### src/design/sict_pkg.sv
`default_nettype none
// ----------------------------------------------------------------------------
// sict_pkg: shared types and constants of the shift ignition cut timer
// Command codes, register map, reset values, payload, result, config and state records.
// ----------------------------------------------------------------------------
package sict_pkg;

	localparam int unsigned AddrWidth = 4;
	localparam int unsigned DataWidth = 32;

	typedef enum logic [1:0] {
		CMD_CRANK = 2'd0,
		CMD_TIME  = 2'd1,
		CMD_STOP  = 2'd2,
		CMD_NONE  = 2'd3
	} cmd_t;

	typedef enum logic [1:0] {
		REG_CUT_ENABLE = 2'd0,
		REG_CUT_LENGTH = 2'd1,
		REG_ARM_RPM    = 2'd2,
		REG_DEAD_TIME  = 2'd3
	} reg_idx_t;

	localparam logic        CutEnableRst = 1'b1;
	localparam logic [15:0] CutLengthRst = 16'd50;
	localparam logic [15:0] ArmRpmRst    = 16'd3000;
	localparam logic [15:0] DeadTimeRst  = 16'd500;

	typedef struct packed {
		logic [1:0]  command;
		logic        switch_pressed;
		logic [15:0] engine_rpm;
		logic [31:0] now_ms;
	} item_t;

	typedef struct packed {
		logic ign_cut;
		logic lockout_active;
		logic armed_status;
	} result_t;

	typedef struct packed {
		logic        cut_enable;
		logic [15:0] cut_length_ms;
		logic [15:0] arm_rpm;
		logic [15:0] dead_time_ms;
	} cfg_t;

	typedef struct packed {
		logic        armed;
		logic        pending;
		logic        cutting;
		logic        locked;
		logic [31:0] start;
	} state_t;

endpackage
`default_nettype wire

### src/design/sict_regs.sv
`default_nettype none
// ----------------------------------------------------------------------------
// sict_regs: configuration register file
// APB-style write and read of the four control registers.
// ----------------------------------------------------------------------------
module sict_regs (
	input  wire logic                             clk,
	input  wire logic                             arst_n,
	input  wire logic                             psel,
	input  wire logic                             penable,
	input  wire logic                             pwrite,
	input  wire logic [sict_pkg::AddrWidth-1:0]   paddr,
	input  wire logic [sict_pkg::DataWidth-1:0]   pwdata,
	output logic      [sict_pkg::DataWidth-1:0]   prdata,
	output logic                                  pready,
	output sict_pkg::cfg_t                        cfg
);

	sict_pkg::cfg_t    cfg_q;
	sict_pkg::reg_idx_t idx;
	logic              wr_en;

	assign idx    = sict_pkg::reg_idx_t'(paddr[3:2]);
	assign wr_en  = psel && penable && pwrite;
	assign pready = 1'b1;
	assign cfg    = cfg_q;

	always_ff @(posedge clk or negedge arst_n) begin
		if (!arst_n) begin
			cfg_q.cut_enable    <= sict_pkg::CutEnableRst;
			cfg_q.cut_length_ms <= sict_pkg::CutLengthRst;
			cfg_q.arm_rpm       <= sict_pkg::ArmRpmRst;
			cfg_q.dead_time_ms  <= sict_pkg::DeadTimeRst;
		end else if (wr_en) begin
			unique case (idx)
				sict_pkg::REG_CUT_ENABLE: cfg_q.cut_enable    <= pwdata[0];
				sict_pkg::REG_CUT_LENGTH: cfg_q.cut_length_ms <= pwdata[15:0];
				sict_pkg::REG_ARM_RPM:    cfg_q.arm_rpm       <= pwdata[15:0];
				sict_pkg::REG_DEAD_TIME:  cfg_q.dead_time_ms  <= pwdata[15:0];
				default: ;
			endcase
		end
	end

	always_comb begin
		unique case (idx)
			sict_pkg::REG_CUT_ENABLE: prdata = {31'd0, cfg_q.cut_enable};
			sict_pkg::REG_CUT_LENGTH: prdata = {16'd0, cfg_q.cut_length_ms};
			sict_pkg::REG_ARM_RPM:    prdata = {16'd0, cfg_q.arm_rpm};
			sict_pkg::REG_DEAD_TIME:  prdata = {16'd0, cfg_q.dead_time_ms};
			default:                  prdata = '0;
		endcase
	end

endmodule
`default_nettype wire

### src/design/sict_core.sv
`default_nettype none
// ----------------------------------------------------------------------------
// sict_core: trigger, cut and lockout state
// Applies one word to the state when enabled and forms its result combinationally.
// ----------------------------------------------------------------------------
module sict_core (
	input  wire logic                 clk,
	input  wire logic                 arst_n,
	input  wire logic                 en,
	input  wire sict_pkg::item_t      word,
	input  wire sict_pkg::cfg_t       cfg,
	output sict_pkg::result_t         res
);

	sict_pkg::state_t state_q;
	sict_pkg::state_t nxt;
	sict_pkg::cmd_t   cmd;
	logic [31:0]      elapsed;

	assign cmd = sict_pkg::cmd_t'(word.command);

	always_comb begin
		nxt     = state_q;
		elapsed = '0;
		unique case (cmd)
			sict_pkg::CMD_CRANK: begin
				if (cfg.cut_enable) begin
					if (!word.switch_pressed) begin
						nxt.armed = 1'b1;
					end else if (state_q.armed && !state_q.locked &&
							word.engine_rpm >= cfg.arm_rpm) begin
						nxt.armed   = 1'b0;
						nxt.pending = 1'b1;
					end
				end
			end
			sict_pkg::CMD_TIME: begin
				nxt.pending = 1'b0;
				if (state_q.pending && !state_q.cutting && !state_q.locked) begin
					nxt.start   = word.now_ms;
					nxt.cutting = 1'b1;
					nxt.locked  = 1'b1;
				end
				elapsed = word.now_ms - nxt.start;
				if (nxt.cutting && elapsed >= {16'd0, cfg.cut_length_ms})
					nxt.cutting = 1'b0;
				if (nxt.locked && elapsed >= {16'd0, cfg.dead_time_ms})
					nxt.locked = 1'b0;
			end
			sict_pkg::CMD_STOP: begin
				nxt.cutting = 1'b0;
				nxt.pending = 1'b0;
				nxt.locked  = 1'b0;
				nxt.armed   = 1'b1;
			end
			default: ;
		endcase
	end

	always_ff @(posedge clk or negedge arst_n) begin
		if (!arst_n) begin
			state_q.armed   <= 1'b1;
			state_q.pending <= 1'b0;
			state_q.cutting <= 1'b0;
			state_q.locked  <= 1'b0;
			state_q.start   <= '0;
		end else if (en) begin
			state_q <= nxt;
		end
	end

	assign res.ign_cut        = nxt.cutting;
	assign res.lockout_active = nxt.locked;
	assign res.armed_status   = nxt.armed;

endmodule
`default_nettype wire

### src/design/shift_ignition_cut_timer.sv
`default_nettype none
// The accepted word is registered in word_s1, its result then in result_q.
// Throughput: one word per cycle; the input register, the state update and the
// output register form a two-stage pipeline that stalls only on result_ready.
// Reset (arst_n low, asynchronous): pipeline empty, state armed with no cut,
// lockout or pending trigger, registers at their defaults.
// ----------------------------------------------------------------------------
// shift_ignition_cut_timer: ignition cut timer for clutchless shifting
// Input register, state update, output register, APB registers.
// ----------------------------------------------------------------------------
module shift_ignition_cut_timer (
	input  wire logic                             clk,
	input  wire logic                             arst_n,
	input  wire logic                             item_valid,
	output logic                                  item_ready,
	input  wire sict_pkg::item_t                  item,
	output logic                                  result_valid,
	input  wire logic                             result_ready,
	output sict_pkg::result_t                     result,
	input  wire logic                             psel,
	input  wire logic                             penable,
	input  wire logic                             pwrite,
	input  wire logic [sict_pkg::AddrWidth-1:0]   paddr,
	input  wire logic [sict_pkg::DataWidth-1:0]   pwdata,
	output logic      [sict_pkg::DataWidth-1:0]   prdata,
	output logic                                  pready
);

	sict_pkg::cfg_t    cfg;
	sict_pkg::item_t   word_s1;
	logic              valid_s1;
	logic              adv;
	sict_pkg::result_t res;
	sict_pkg::result_t result_q;
	logic              result_valid_q;

	sict_regs u_regs (
		.clk     (clk),
		.arst_n  (arst_n),
		.psel    (psel),
		.penable (penable),
		.pwrite  (pwrite),
		.paddr   (paddr),
		.pwdata  (pwdata),
		.prdata  (prdata),
		.pready  (pready),
		.cfg     (cfg)
	);

	assign adv        = valid_s1 && (!result_valid_q || result_ready);
	assign item_ready = !valid_s1 || adv;

	always_ff @(posedge clk or negedge arst_n) begin
		if (!arst_n) begin
			valid_s1 <= 1'b0;
		end else if (item_ready) begin
			valid_s1 <= item_valid;
		end
	end

	always_ff @(posedge clk) begin
		if (item_ready && item_valid)
			word_s1 <= item;
	end

	sict_core u_core (
		.clk    (clk),
		.arst_n (arst_n),
		.en     (adv),
		.word   (word_s1),
		.cfg    (cfg),
		.res    (res)
	);

	always_ff @(posedge clk or negedge arst_n) begin
		if (!arst_n) begin
			result_valid_q <= 1'b0;
		end else if (adv) begin
			result_valid_q <= 1'b1;
		end else if (result_ready) begin
			result_valid_q <= 1'b0;
		end
	end

	always_ff @(posedge clk) begin
		if (adv)
			result_q <= res;
	end

	assign result_valid = result_valid_q;
	assign result       = result_q;

endmodule
`default_nettype wire

### config.mk
export PLATFORM = sky130hd
export DESIGN_NAME = shift_ignition_cut_timer
export DESIGN_NICKNAME = d
export VERILOG_FILES = /design/src/design/sict_pkg.sv /design/src/design/sict_regs.sv /design/src/design/sict_core.sv /design/src/design/shift_ignition_cut_timer.sv
export SDC_FILE = /design/constraint.sdc
export NUM_CORES = 1
export LEC_CHECK = 0
export BUFFER_PORTS_ARGS = -buffer_cell sky130_fd_sc_hd__buf_2
export CAP_MARGIN = 25
export CORE_UTILIZATION = 46
export DETAILED_ROUTE_END_ITERATION = 8
export GPL_ROUTABILITY_DRIVEN = 0
export PLACE_DENSITY = 0.66
export SKIP_CTS_REPAIR_TIMING = 1
export SLEW_MARGIN = 20
export SYNTH_ARGS = -nofsm -noshare
export SYNTH_HDL_FRONTEND = slang
export SYNTH_HIERARCHICAL = 1
export SYNTH_SLANG_ARGS = --single-unit
### constraint.sdc
create_clock -name clk -period 13.88 [get_ports clk]
set_input_delay 2.776 -clock clk [delete_from_list [all_inputs] [get_ports clk]]
set_output_delay 2.776 -clock clk [all_outputs]
set_load 0.01 [all_outputs]
==> impl_metrics.toml, run 1 <==
[critical_path]
critical_path_arrival_ns = 3.99
reg2reg_to = "result[2]"
r2r_cells = 20
crit_end = "prdata[6]"
cp-end-kind = "primary output"
rrSetupSlack_ns = 8.64
critPathKind = "primary input to primary output"
critPathLaunch = "paddr[2]"
path_max_fanout = 20
cp_data_required_time_ns = 11.10
r2r_start = "u_core/state_q[32]"
crit_path_start_kind = "primary input"

[floorplan]
fp-row-count = 51
dieArea_mm2 = 0.0206
core-area_mm2 = 0.0196
io_pins = 132
dieHeight_um = 144
start_util_pct = 47.1
die_w_um = 144

[timing]
rsz0062_at_grt = "no"
finalSetupTns_ns = 0
post-route-period-util_pct = 48.8
hold_viol = 0
tightest_slew_ns = 0.890
finalClockSkew_ns = 0.00661
finalCriticalPeriod_ns = 6.77
max_freq_mhz = 148
setup_viol = 0
drv_slew = 0
maxSlewHeadroom_pct = 39.9

[clock_tree]
cts_tree = "done"
clkTransAtPathRegs_ns = 0.06
cts_max_level = 4
numCtsBuffers = 17
cts_buffer_depth = 2
cts_root_buffer = "clkbuf_16"
clock_latency_ns = 0.43
cts_sinks = 141

[placement]
hpwlAfterDp_um = 14400
portBuffers = 96
placed_cell_area_mm2 = 0.00981

[synth]
ys_types = 84
synthesis.area_mm2 = 0.00923
yosysMostFrequentCell = "ha_1"
yosys-top-cells-area = "dfrtp_1 (19%), edfxtp_1 (18%), ha_1 (11%), mux2_2 (8.2%), dfstp_2 (5.1%)"
ys_async_sr_fraction_pct = 61.7
synth_top_area_share_pct = 18.7
syn_area_per_cell_um2 = 10.8
ys_ff_latch = 141
yosys_warnings = 6
ys_seq_area_share_pct = 41.4
synthFlopType = "dfrtp_1"
synth_common_cells = "ha_1 (79), dfrtp_1 (69), mux2_2 (67), inv_1 (62), edfxtp_1 (54)"
syn_inst = 851
yosysTopAreaCell = "dfrtp_1"
synth_edf_count = 54

[global_routing]
grt_pass1_vias = 6399
grt_max_degree = 61
grt_usage_pct = 20.3
grt_pass1_wl_um = 32000
antenna_found_initial = 0
grt_overflow = 0

[cells_and_area]
area_delta_synth_final_pct = 13.2
fill_cells = 1765
fin_util_pct = 53.3
ff_latch_area_mm2 = 0.00382
antenna_cells = 0
layout-drive-gt1-share_pct = 26.9
multi_input_area_mm2 = 0.00491
nets = 1108
post-route-cell-area_mm2 = 0.0104

[min_path]
worstHoldPathCells = 1
hold_path.class = "flop to flop"

[power]
leakage_nw = 4.64
ir_drop_mv = 0.0824
power_density_mw_per_mm2 = 134

[routing]
drtIter0Drc = 322
antenna_left = 0
routed_wl_um = 19500
wl_per_cell_um = 16.1
dr.pass1.iters = 5
drc_errors = 0
via_per_inst = 5.42
vias = 6567

[job]
max_cap_violations = 0

[outcome]
status = "completed"
==> area by class of cell <==
class	count	share of cell area, %
multi-input cells	610	47.0
flip-flops and latches	141	36.6
repair buffers	101	5.06
clock buffers	19	4.44
well taps	265	3.17
inverters	63	2.26
clock inverters	13	1.46
==> metal layers <==
metal	vias up	routed length, um	track usage, %
li1	3234	-	-
met1	3168	9170	26.3
met2	145	9410	34.0
met3	20	692	4.47
met5	-	0	0
met4	0	252	5.60
==> through the flow <==
step / setup WS (ns) / hold slack (ns) / power, W / cells
after floorplan: 7.42 / 0.480 / 0.000830 / 866
after global placement: 7.17 / 0.488 / 0.000921 / 1179
after detailed placement: 7.14 / 0.494 / 0.000936 / 1179
after CTS: 7.13 / 0.509 / 0.00142 / 1211
after global routing: 7.06 / 0.513 / 0.00150 / 1212
final: 7.11 / 0.504 / 0.00140 / 1212
==> power by group <==
group,leakage [nW],internal [W],switching [W]
registers,1.57,0.000497,0.0000397
clock network,0.298,0.000284,0.000192
logic,2.77,0.000187,0.000203
total,4.64,0.000969,0.000435
==> kinds of logic after synthesis <==
family / count (synthesis) / synth area share (%)
AOI/OAI and AO/OA: 188 / 14.1
xor gates and xnor gates: 25 / 2.37
adders and majority gates: 83 / 11.3
buffers and inverters: 115 / 6.05
DFF: 141 / 41.4
muxes: 116 / 14.7
other: 2 / 0.0814
and+or+nand+nor: 181 / 10.0
==> placed cells by master (no fill, tap or decap), types with 3 or more instances in the layout <==
master,netlist,layout
inv_6,0,4
mux2i_1,28,28
o21a_1,4,4
a22o_1,17,17
and3_1,5,5
o211ai_1,3,3
xor2_1,9,9
nand2b_1,10,10
a221oi_1,3,3
o21ai_0,23,23
nor2_1,44,44
mux2_2,67,67
o21ai_1,5,5
xnor2_1,16,16
dfrtp_1,69,69
nand4_1,9,9
o2111ai_1,3,3
a21oi_1,52,52
ha_1,79,79
a21o_1,27,27
clkbuf_16,0,18
and2_1,4,4
inv_1,62,62
clkinv_4,0,3
conb_1,2,17
a211oi_1,7,7
o31ai_1,3,3
nand2_1,48,48
buf_2,5,95
a31oi_1,9,9
mux2_4,20,20
buf_4,21,5
edfxtp_1,54,54
nand3_1,18,18
nor3_1,9,9
dfstp_2,18,18
nor2b_1,14,14
==> registers in the layout, summed over array words and instances, names as in the netlist <==
name,cells
result,3
result_valid,1
u_core/state_q,36
u_regs/cfg,49
valid_s1,1
word_s1,51
==> critical path, cell delays in order <==
cell and delay [ns]:
buf_2 0.41, nor2b_1 0.19, buf_4 0.24, a22o_1 0.21, buf_2 0.14
==> worst min-delay path by stage <==
stage	startpoint	end
CTS	u_core/state_q[15]	u_core/state_q[15]
global placement	u_core/state_q[17]	u_core/state_q[17]
global route	u_core/state_q[30]	u_core/state_q[30]
finish	u_core/state_q[20]	u_core/state_q[20]
floorplan	u_core/state_q[30]	u_core/state_q[30]
detailed placement	u_core/state_q[21]	u_core/state_q[21]
Power figures use the tool's default switching activity.
==> inputs of run 2 (changes only) <==
Clock period 13.88 ns to 6.8 ns, I/O delays scaled along.
==> run 2 against run 1 <==
Clock power grew 86%. Hold slack lost 0.0012 ns. Register-to-register slack lost 7.2 ns. Cell count is essentially flat. Core utilization shrank 0.25 points. Count of clock-buffer cells in the layout shrank 1. Setup slack lost 5.7 ns. Global-route usage shrank 0.19 points. Via count shrank 1.4%. Highest routed layer unchanged.
==> impl_metrics.toml, run 2 (same netlist as run 1, synthesis figures left out) <==
[critical_path]
rrSetupSlack_ns = 1.45
r2r_cells = 20
reg2reg_to = "result[2]"
slowest_delay_ns = 0.71
path_cells = "or3b_1 -> nand2_1 -> o21ai_0 -> ha_1 -> fa_1 -> nor2b_1 -> o21ai_0 -> a31oi_1 -> nor2_1 -> a21oi_1 -> a31oi_1 -> o32ai_1 -> ha_1 -> nand3_1 -> nor2_1 -> a221oi_1 -> o21ai_0 -> a211oi_1 -> and3_1 -> a22o_1"
critPathKind = "flop to flop"
r2r_start = "u_core/state_q[32]"
slowest_stage = "or3b_1"
crit_path_start_kind = "flop"
critical_path_arrival_ns = 5.65
critPathMostFrequentCell = "o21ai_0"
cp_data_required_time_ns = 7.09
path_max_fanout = 15
cp-end-kind = "flop"

[placement]
portBuffers = 96
hpwlAfterDp_um = 14500

[global_routing]
grt_overflow = 0
antenna_found_initial = 0
grt_pass1_vias = 6351
grt_usage_pct = 20.1
grt_pass1_wl_um = 31700
grt_max_degree = 54

[clock_tree]
cts_max_level = 4
cts_buffer_depth = 2
cts_tree = "done"
cts_root_buffer = "clkbuf_16"
cts_sinks = 141
numCtsBuffers = 17
clkTransAtPathRegs_ns = 0.06
clock_latency_ns = 0.43

[routing]
dr.pass1.iters = 5
drc_errors = 0
vias = 6475
via_per_inst = 5.34
drtIter0Drc = 284
wl_per_cell_um = 16.1
antenna_left = 0
routed_wl_um = 19600

[cells_and_area]
antenna_cells = 0
regMostFlops = "word_s1"
final_common_cell = "buf_2"
fill_cells = 1754
layout-drive-gt1-share_pct = 26.9
final_cell_mix = "buf_2 (95), ha_1 (79), dfrtp_1 (69)"
nets = 1109
largest_reg_flops = 51
area_delta_synth_final_pct = 12.6

[power]
leakage_nw = 4.62
power_density_mw_per_mm2 = 267
ir_drop_mv = 0.163
switchingPower_w = 0.000870
power_frac_seq_pct = 39.5
p_comb_share_pct = 28.6
cellInternalPower_w = 0.00191
clockPowerShare_pct = 31.9
sw_frac_of_total_pct = 31.3

[min_path]
worstHoldPathCells = 1
hold_path.class = "flop to flop"
whs_endpoint = "u_core/state_q[30]"
min_from = "u_core/state_q[30]"

[timing]
maxSlewHeadroom_pct = 31.5
finalCriticalPeriod_ns = 5.35
drv_slew = 0
hold_viol = 0
post-route-period-util_pct = 78.7
finalClockSkew_ns = 0.00659
tightest_slew_ns = 1.01
finalSetupTns_ns = 0
setup_viol = 0
rsz0062_at_grt = "no"
max_freq_mhz = 187
whs_ns = 0.503

[floorplan]
dieArea_mm2 = 0.0206
core-area_mm2 = 0.0196
die_w_um = 144
fp-row-count = 51
start_util_pct = 47.1
io_pins = 132
dieHeight_um = 144

[job]
max_cap_violations = 0

[outcome]
status = "completed"
run 2: cell types whose count changed in the layout (fill, tap and decap cells not counted):
| cell | delta |
|---|---|
| clkinv_2 | +3 |
| inv_6 | -3 |
| clkinv_4 | +2 |
| buf_4 | +1 |
| bufinv_16 | -1 |
| clkbuf_16 | -1 |
| clkinv_1 | +1 |
| inv_8 | -1 |
run 2: critical path: cells and delay by family (launching register included):
family | cells | cell delay (ns)
DFF | 1 | 0.44
adders and majority gates | 3 | 0.99
and+or+nand+nor | 7 | 1.49
AOI/OAI and AO/OA | 10 | 2.31
run 2: worst max-delay path by stage:
| stage | from | end |
|---|---|---|
| 2_1_floorplan | u_core/state_q[32] | result[1] |
| 3_3_place_gp | u_core/state_q[32] | result[2] |
| 3_5_place_dp | u_core/state_q[32] | result[2] |
| 4_1_cts | u_core/state_q[32] | result[2] |
| 5_1_grt | u_core/state_q[32] | result[2] |
| 6_report | u_core/state_q[32] | result[2] |
run 2: power groups by stage:
stage	clock network (W)	registers, W	logic, W
finish	0.000887	0.00110	0.000795
global placement	0	0.00111	0.000774
detailed placement	0	0.00111	0.000796
CTS	0.000916	0.00110	0.000802
global route	0.000943	0.00111	0.000909
floorplan	0	0.00108	0.000611
run 2: cell type report:
| type | count | area (um^2) | area share, % |
|---|---|---|---|
| sequential | 141 | 3820 | 36.8 |
| inverter | 63 | 236 | 2.27 |
| timing repair buffer | 102 | 536 | 5.15 |
| multi-input combinational | 610 | 4910 | 47.2 |
| clock buffer | 18 | 439 | 4.22 |
| clock inverter | 14 | 121 | 1.17 |
| tap | 265 | 332 | 3.19 |
run 2: routing by layer:
metal	wire length (um)	part of all wire (%)	track usage, %	vias to the layer above
met3	698	3.6	3.77	26
met5	0	0	0	-
met2	9460	48	33.9	141
li1	-	-	-	3243
met4	303	1.5	7.05	0
met1	9100	47	25.7	3065
run 2: stage by stage:
| step | total power (W) | setup WS [ns] | area [um^2] | std cells | utilization (%) |
|---|---|---|---|---|---|
| after detailed placement | 0.00191 | 1.50 | 9820 | 1180 | 50.1 |
| after CTS | 0.00282 | 1.48 | 10400 | 1212 | 53.0 |
| after floorplan | 0.00169 | 1.89 | 9290 | 866 | - |
| after global routing | 0.00296 | 1.07 | 10400 | 1213 | 53.1 |
| final | 0.00278 | 1.45 | 10400 | 1213 | 53.1 |
| after global placement | 0.00188 | 1.65 | 9820 | 1180 | 50.1 |
==> inputs of run 3 (changes only) <==
Settings changed: ABC_AREA set to 1.
Clock period 6.8 ns to 5.4 ns, I/O delays scaled along.
==> run 3 against run 2 <==
Wire length rose by 8.4%. Setup slack worse by 0.091 ns. First-iteration DRC count up 92%. Via count rose by 21%. Largest power group is now combinational cells. Sequential cell count did not move. Clock skew grew 0.0043 ns. Critical path depth grew 7. Final area is 2.7% higher. Count of clock-buffer cells in the layout fell by 1. Critical path type unchanged. Synthesized area grew 2.7%. Cell count increased by 31%.
==> impl_metrics.toml, run 3 <==
[routing]
vias = 7849
via_per_inst = 4.93
dr.pass1.iters = 5
wl_per_cell_um = 13.3
drtIter0Drc = 545
antenna_left = 0
routed_wl_um = 21200
drc_errors = 0

[clock_tree]
clock_latency_ns = 0.44
numCtsBuffers = 17
cts_root_buffer = "clkbuf_16"
cts_max_level = 4
clkTransAtPathRegs_ns = 0.06
cts_sinks = 141
cts_tree = "done"
cts_buffer_depth = 2

[timing]
hold_viol = 0
finalSetupTns_ns = 0
setup_ws_ns = 1.35
post-route-period-util_pct = 74.9
rsz0062_at_grt = "no"
maxSlewHeadroom_pct = 51.8
setup_viol = 0
finalClockSkew_ns = 0.0109
drv_slew = 0
finalCriticalPeriod_ns = 4.05
max_freq_mhz = 247
tightest_slew_ns = 0.723

[cells_and_area]
largest_reg_flops = 51
layout-drive-gt1-share_pct = 16.7
regMostFlops = "word_s1"
nets = 1484
final_common_cell = "nand2_1"
antenna_cells = 0
area_delta_synth_final_pct = 12.7
post-route-cell-area_mm2 = 0.0107
final_cell_mix = "nand2_1 (422), inv_1 (164), buf_2 (95)"

[power]
cellInternalPower_w = 0.00254
clockPowerShare_pct = 27.8
p_comb_share_pct = 38.3
power_density_mw_per_mm2 = 390
sw_frac_of_total_pct = 38.9
switchingPower_w = 0.00162
leakage_nw = 5.39
ir_drop_mv = 0.225
power_frac_seq_pct = 33.9

[placement]
portBuffers = 96
hpwlAfterDp_um = 16000
placed_cell_area_mm2 = 0.0101
dp_slack_ns = 1.34

[global_routing]
antenna_found_initial = 0
grt_overflow = 0
grt_usage_pct = 21.1
grt_pass1_wl_um = 35700
grt_pass1_vias = 7314
grt_max_degree = 54

[synth]
ys_ff_latch = 141
synthesis.area_mm2 = 0.00948
yosysMostFrequentCell = "nand2_1"
yosys_warnings = 6
syn_inst = 1217
syn_area_per_cell_um2 = 7.79
ys_seq_area_share_pct = 40.3
ys_async_sr_fraction_pct = 61.7
synthFlopType = "dfrtp_1"
yosysTopAreaCell = "dfrtp_1"
synth_common_cells = "nand2_1 (422), inv_1 (165), o21ai_0 (85), ha_1 (79), dfrtp_1 (69)"
synth_edf_count = 54
yosys-top-cells-area = "dfrtp_1 (18%), edfxtp_1 (17%), nand2_1 (17%), ha_1 (10%), inv_1 (6.5%)"
ys_types = 43
synth_top_area_share_pct = 18.2

[floorplan]
core-area_mm2 = 0.0202
fp-row-count = 52
start_util_pct = 46.8
io_pins = 132
dieArea_mm2 = 0.0212
die_w_um = 146
dieHeight_um = 146

[critical_path]
cp_data_required_time_ns = 5.77
critical_path_arrival_ns = 4.42
critPathKind = "flop to flop"
cp-end-kind = "flop"
path_max_fanout = 28
cpLargestDelayFamily = "simple AND/OR/NAND/NOR gates"
crit_path_start_kind = "flop"
path_buf_inv = 5
rrSetupSlack_ns = 1.35
slowest_delay_ns = 0.44
slowest_stage = "fa_1"
critPathMostFrequentCell = "nand2_1"

[outcome]
status = "completed"

[min_path]
hold_path.class = "flop to flop"

[job]
max_cap_violations = 0
run 3: cell types whose count changed in the layout (fill, tap and decap cells not counted), moves of 20 or more:
cell     delta
nand2_1   +374
inv_1     +102
mux2_2     -67
o21ai_0    +62
nand3_1    +35
a21o_1     -26
nand2_2    +26
mux2i_1    -23
mux2_4     -20
run 3: cell families after synthesis:
kind of cell | synth area share [%]
AND/OR/NAND/NOR | 28.0
buffers and inverters | 10.2
AO/OA/AOI/OAI | 8.68
flip-flops | 40.3
adder cells (fa/ha/maj) | 10.6
XOR/XNOR | 1.48
multiplexers | 0.528
other | 0.0793
run 3: path summary, 6_finish.rpt:
kind,startpoint,endpoint,cells after the start
worst max-delay path,u_core/state_q[33],u_core/state_q[32],27
min in group asynchronous,arst_n,u_core/state_q[3],1
worst max register to register,u_core/state_q[33],u_core/state_q[32],27
max in group asynchronous,arst_n,u_core/state_q[35],2
worst min register to register,u_regs/cfg[5],u_regs/cfg[5],2
worst min-delay path,u_regs/cfg[5],u_regs/cfg[5],2
run 3: routing by layer:
layer  share of wire [%]  global-route usage [%]  vias to the layer above
met5                   0                       0                        -
met4                 1.2                    6.37                        0
met3                 3.5                    3.23                       24
met2                  47                    35.2                      187
met1                  48                    28.3                     3573
li1                    -                       -                     4065
run 3: tightest hold or removal path, cell delays in order, from the launching register on:
cell and delay [ns]:
dfstp_2 0.37, nand2_1 0.06, nand2_1 0.04
run 3: power groups by stage:
| stage | Combinational, W | Clock [W] | Sequential [W] |
|---|---|---|---|
| after CTS | 0.00159 | 0.00119 | 0.00141 |
| after floorplan | 0.00122 | 0 | 0.00139 |
| after global routing | 0.00187 | 0.00123 | 0.00143 |
| after global placement | 0.00153 | 0 | 0.00143 |
| after detailed placement | 0.00158 | 0 | 0.00143 |
| final | 0.00159 | 0.00116 | 0.00141 |
run 3: through the flow:
step	power [W]	instances	utilization, %	hold slack (ns)
finish	0.00416	1593	52.8	0.472
global route	0.00452	1593	52.8	0.488
CTS	0.00419	1593	52.8	0.470
detailed placement	0.00301	1561	49.9	0.460
global placement	0.00296	1560	49.8	0.460
floorplan	0.00261	1232	-	0.446
run 3: layout make-up:
type	instances	area [um^2]
Clock inverter	15	154
Inverter	175	663
Clock buffer	17	425
Tap cell	270	338
Multi-Input combinational cell	874	4740
Sequential cell	141	3820
Fill cell	1902	9560
Timing Repair Buffer	101	533
